==> src/rtl/core/ttli_pkg.sv <==
// Shared constants, codes and the sequencer state type for the table time
// linear interpolator. No dependencies.
package ttli_pkg;

   localparam int TABLE_DEPTH = 64;
   localparam int FRAC_BITS   = 16;
   localparam int DATA_W      = 32;
   localparam int IDX_W       = $clog2(TABLE_DEPTH);
   localparam int CNT_W       = $clog2(TABLE_DEPTH + 1);
   localparam int WGT_W       = FRAC_BITS + 1;
   localparam int DIV_STEPS   = WGT_W;
   localparam int DCNT_W      = $clog2(DIV_STEPS);

   localparam logic [WGT_W-1:0] ONE = WGT_W'(1) << FRAC_BITS;

   localparam logic KIND_LOAD  = 1'b0;
   localparam logic KIND_QUERY = 1'b1;

   localparam logic STATUS_OK    = 1'b0;
   localparam logic STATUS_EMPTY = 1'b1;

   typedef enum logic [3:0] {
      ST_IDLE,
      ST_FIRST,
      ST_LAST,
      ST_SEARCH,
      ST_DIVIDE,
      ST_VADDR,
      ST_V0,
      ST_V1,
      ST_SUM
   } state_type;

endpackage

==> src/rtl/core/ttli_divider.sv <==
// Restoring divider, one quotient bit a cycle, for the blend weight.
// Depends on ttli_pkg.
module ttli_divider (
   input  logic                          clock,
   input  logic                          reset,
   input  logic                          start,
   input  logic [ttli_pkg::DATA_W-1:0]   num,
   input  logic [ttli_pkg::DATA_W-1:0]   den,
   output logic                          done,
   output logic [ttli_pkg::WGT_W-1:0]    quotient
);
   import ttli_pkg::*;

   logic [DATA_W-1:0] rem_ff;
   logic [DATA_W-1:0] den_ff;
   logic [WGT_W-1:0]  quo_ff;
   logic              bit_ff;
   logic [DCNT_W-1:0] cnt_ff;
   logic              run_ff;
   logic              done_ff;
   logic [DATA_W:0]   cand;
   logic              fits;

   // dividend is num << FRAC_BITS; quotient never exceeds one since num <= den
   assign cand = {rem_ff, bit_ff};
   assign fits = cand >= {1'b0, den_ff};

   always_ff @(posedge clock) begin
      if (reset) begin
         run_ff  <= 1'b0;
         done_ff <= 1'b0;
      end else begin
         done_ff <= run_ff && (cnt_ff == '0);
         if (start) begin
            run_ff <= 1'b1;
         end else if (run_ff && (cnt_ff == '0)) begin
            run_ff <= 1'b0;
         end
      end
   end

   always_ff @(posedge clock) begin
      if (start) begin
         rem_ff <= num >> 1;
         bit_ff <= num[0];
         den_ff <= den;
         quo_ff <= '0;
         cnt_ff <= DCNT_W'(DIV_STEPS - 1);
      end else if (run_ff) begin
         rem_ff <= fits ? DATA_W'(cand - {1'b0, den_ff}) : cand[DATA_W-1:0];
         bit_ff <= 1'b0;
         quo_ff <= {quo_ff[WGT_W-2:0], fits};
         cnt_ff <= cnt_ff - 1'b1;
      end
   end

   assign done     = done_ff;
   assign quotient = quo_ff;

endmodule

==> config.mk <==
export PLATFORM = sky130hd
export DESIGN_NAME = ttli_divider
export DESIGN_NICKNAME = d
export VERILOG_FILES = /design/src/rtl/core/ttli_pkg.sv /design/src/rtl/core/ttli_divider.sv
export SDC_FILE = /design/constraint.sdc
export NUM_CORES = 1
export LEC_CHECK = 0
export BUFFER_PORTS_ARGS = -buffer_cell sky130_fd_sc_hd__buf_2
export CAP_MARGIN = 20
export CORE_ASPECT_RATIO = 2
export CORE_MARGIN = 2
export CORE_UTILIZATION = 30
export CTS_CLUSTER_DIAMETER = 100
export DETAILED_ROUTE_END_ITERATION = 10
export PLACE_DENSITY = 0.49
export SLEW_MARGIN = 15
export SYNTH_ARGS = -nofsm -noshare
export SYNTH_HDL_FRONTEND = slang
export SYNTH_SLANG_ARGS = --single-unit
==> constraint.sdc <==
create_clock -name clock -period 7.95 [get_ports clock]
set_input_delay 1.1925 -clock clock [delete_from_list [all_inputs] [get_ports clock]]
set_output_delay 1.1925 -clock clock [all_outputs]
set_load 0.01 [all_outputs]
==> results.json <==
{
  "tightest_slew_ns": 0.8708,
  "dp_hpwl_um": 9763,
  "hold_ws_ns": 0.4816,
  "grt_pass1_vias": 4410,
  "syn-num-nets": 650,
  "syn_inst": 549,
  "clkTransAtPathRegs_ns": 0.06,
  "antenna_found_initial": 0,
  "synth_common_cells": "edfxtp_1, inv_1, nor2_1, a21oi_1, nand2_1",
  "grt_start_max_net_pins": 67,
  "finalWirelength_um": 12970,
  "gp_congestion": 0.8391,
  "clk_latency_ns": 0.35,
  "path_delay_family": "compound AO/OA/AOI/OAI gates",
  "grt_pass1_wl_um": 21030,
  "yosys.area_share.adder_pct": 7.974,
  "p_seq_share_pct": 35.2,
  "maxCapViolCount": 0,
  "fp.coreArea_sq_um": 17780,
  "cts_tree": "done",
  "rsz0062_at_grt": "no",
  "cts.hold.buffers_added": 0,
  "antenna_left": 0,
  "diodes": 0,
  "start_kind": "flop",
  "synth-simple-area-share_pct": 13.18,
  "ir_drop_mv": 0.1301,
  "cp.required_ns": 8.03,
  "pin_count": 85,
  "leakagePower_nw": 2.713,
  "drive_gt1_share_pct": 19.81,
  "wire_per_inst_um": 15.37,
  "relSlewSlack_pct": 41.94,
  "period_needed_ns": 3.693,
  "drc": 0,
  "yosys_warnings": 0,
  "drt_iter0_drc": 153,
  "fmax_mhz": 270.8,
  "finalSetupViolations": 0,
  "cp_slowest_cell": "o211a_2",
  "die_h_um": 194.2,
  "yosysMostFrequentCell": "edfxtp_1",
  "end_kind": "flop",
  "synth_top_family_by_area": "compound AO/OA/AOI/OAI gates",
  "switching_share_pct": 37.13,
  "via_per_inst": 4.961,
  "grt_usage_pct": 13.77,
  "worstPathMaxFanout": 42,
  "cts_sinks": 89,
  "finClkSkew_ns": 0.009838,
  "worstPathBufferInverterCount": 1,
  "stdcell_area_sq_um": 6299,
  "outcome": "finished, final reports clean",
  "fp.dieArea_sq_um": 19250,
  "synth_area_leaders": "edfxtp_1, dfxtp_1, ha_1",
  "async_flop_share_pct": 0,
  "post_cts_buffers": 0,
  "power.density_nw_per_um2": 279.3,
  "slew_violations": 0,
  "crit_type": "flop to flop",
  "cts_made_buffers": 9,
  "firstDrtPassIters": 6,
  "vias": 4187,
  "syn_area_sq_um": 5429,
  "slowest_delay_ns": 0.51,
  "ys_ff_latch": 89,
  "place_area_sq_um": 6018,
  "dpl_worst_slack_ns": 4.228,
  "final_net_count": 727,
  "cts_htree_levels": 3,
  "pwr-share-clk_pct": 23.5,
  "synth_area_leader_cell": "edfxtp_1",
  "yosysSeqAreaShare_pct": 44.62,
  "synthMuxAreaShare_pct": 5.139,
  "synth_cell_types": 58,
  "ctsLongestPathBuffers": 2,
  "synth_flop_cell": "edfxtp_1",
  "syn_area_per_cell_sq_um": 9.889,
  "p_sw_w": 0.0006530,
  "port_buffers": 84,
  "p_comb_share_pct": 41.3,
  "synth_edf_count": 64,
  "die_w_um": 99.12,
  "synth_top_area_share_pct": 35.40,
  "layout_setup_ws_ns": 4.257,
  "hold_viol_final": 0,
  "synth_xor_area_share_pct": 3.872,
  "hold_path.class": "flop to flop",
  "arrival_ns": 3.77,
  "ctsResizeCount": 0,
  "p_int_w": 0.001106,
  "cts-root-buf": "clkbuf_16",
  "rows": 69,
  "start_util_pct": 30.53,
  "setup_tns_ns": 0,
  "cp_cell_sequence": "ha_1 > a21o_1 > o21bai_1 > a311o_1 > nand3b_4 > o211ai_2 > o211a_2 > buf_4 > and3b_1 > a211oi_1 > a21oi_1",
  "fin_crit_sh_pct": 46.45,
  "synth_compound_area_share_pct": 18.94,
  "area_delta_synth_final_pct": 16.02,
  "grt-ovfl-total": 0
}
-- logic make-up (layout without fill, tap and decap cells) --
logic type | after synthesis | after routing
flip-flops | 89 | 89
multiplexers | 27 | 27
buffers and inverters | 79 | 161
adder cells (fa/ha/maj) | 34 | 34
XOR/XNOR | 24 | 24
AND/OR/NAND/NOR | 145 | 145
AO/OA/AOI/OAI | 151 | 151
-- worst reg2reg max path, stage by stage (launching register included) --
cell and delay [ns]:
edfxtp_1 0.40, ha_1 0.40, a21o_1 0.22, o21bai_1 0.15, a311o_1 0.37, nand3b_4 0.17
o211ai_2 0.20, o211a_2 0.51, buf_4 0.47, and3b_1 0.24, a211oi_1 0.22, a21oi_1 0.07
-- final timing paths --
path,from,to,slack (ns),cells past startpoint
max reg2reg,rem_ff[15],rem_ff[5],4.26,11
max,rem_ff[15],rem_ff[5],4.26,11
min,cnt_ff[4],done,0.48,1
min reg2reg,cnt_ff[4],done,0.48,1
-- per-layer routing --
metal	vias to the layer above	track usage, %	share of wire (%)
li1	2119	-	-
met1	1979	14.08	39
met2	75	26.43	56
met3	14	2.379	3.6
met4	0	6.088	2.2
met5	-	0	0
-- cells in the final DEF, fill, tap and decap left out, types with 4 or more instances in the layout --
cell type,n
o21a_1,7
clkbuf_16,9
nor2_1,52
ha_1,33
edfxtp_1,64
and3b_1,5
buf_4,4
mux2_2,7
xor2_1,9
o211ai_1,5
inv_1,58
nand2b_1,8
nor3_1,6
dfxtp_1,25
nand3_1,10
a221o_1,5
buf_2,83
a31oi_1,4
nand2_1,34
mux2i_1,20
a211oi_1,13
a21o_1,8
nor2b_1,6
o21ai_1,4
o31ai_1,4
xnor2_1,15
a211oi_2,5
o21ai_0,26
a21oi_1,51
-- area by class of cell --
cell class,count,area (sq um)
flip-flops and latches,89,2422
inverters,58,217.7
multi-input cells,381,2666
fillers,1867,11490
repair buffers,87,445.4
clock buffers,11,242.7
well taps,213,266.5
clock inverters,5,37.54
-- stage by stage --
| stage | power, W | cells | utilization (%) |
|---|---|---|---|
| finish | 0.001759 | 844 | 35.42 |
| global route | 0.001884 | 844 | 35.42 |
| CTS | 0.001780 | 844 | 35.42 |
| detailed placement | 0.001358 | 828 | 33.84 |
| global placement | 0.001348 | 828 | 33.84 |
| floorplan | 0.001212 | 549 | - |
-- power by group through the flow --
stage                     Clock [W]  Combinational (W)  Sequential, W
after floorplan                   0           0.000595       0.000617
after global placement            0           0.000721       0.000627
after detailed placement          0           0.000730       0.000628
after CTS                  0.000426           0.000735       0.000619
after global routing       0.000443           0.000815       0.000627
final                      0.000413           0.000727       0.000618
-- sequential cells by signal, summed over array words and instances (netlist names) --
name	cells
quotient	17
den_ff	32
cnt_ff	5
run_ff	1
rem_ff	32
bit_ff	1
done	1
Power figures use the tool's default switching activity.
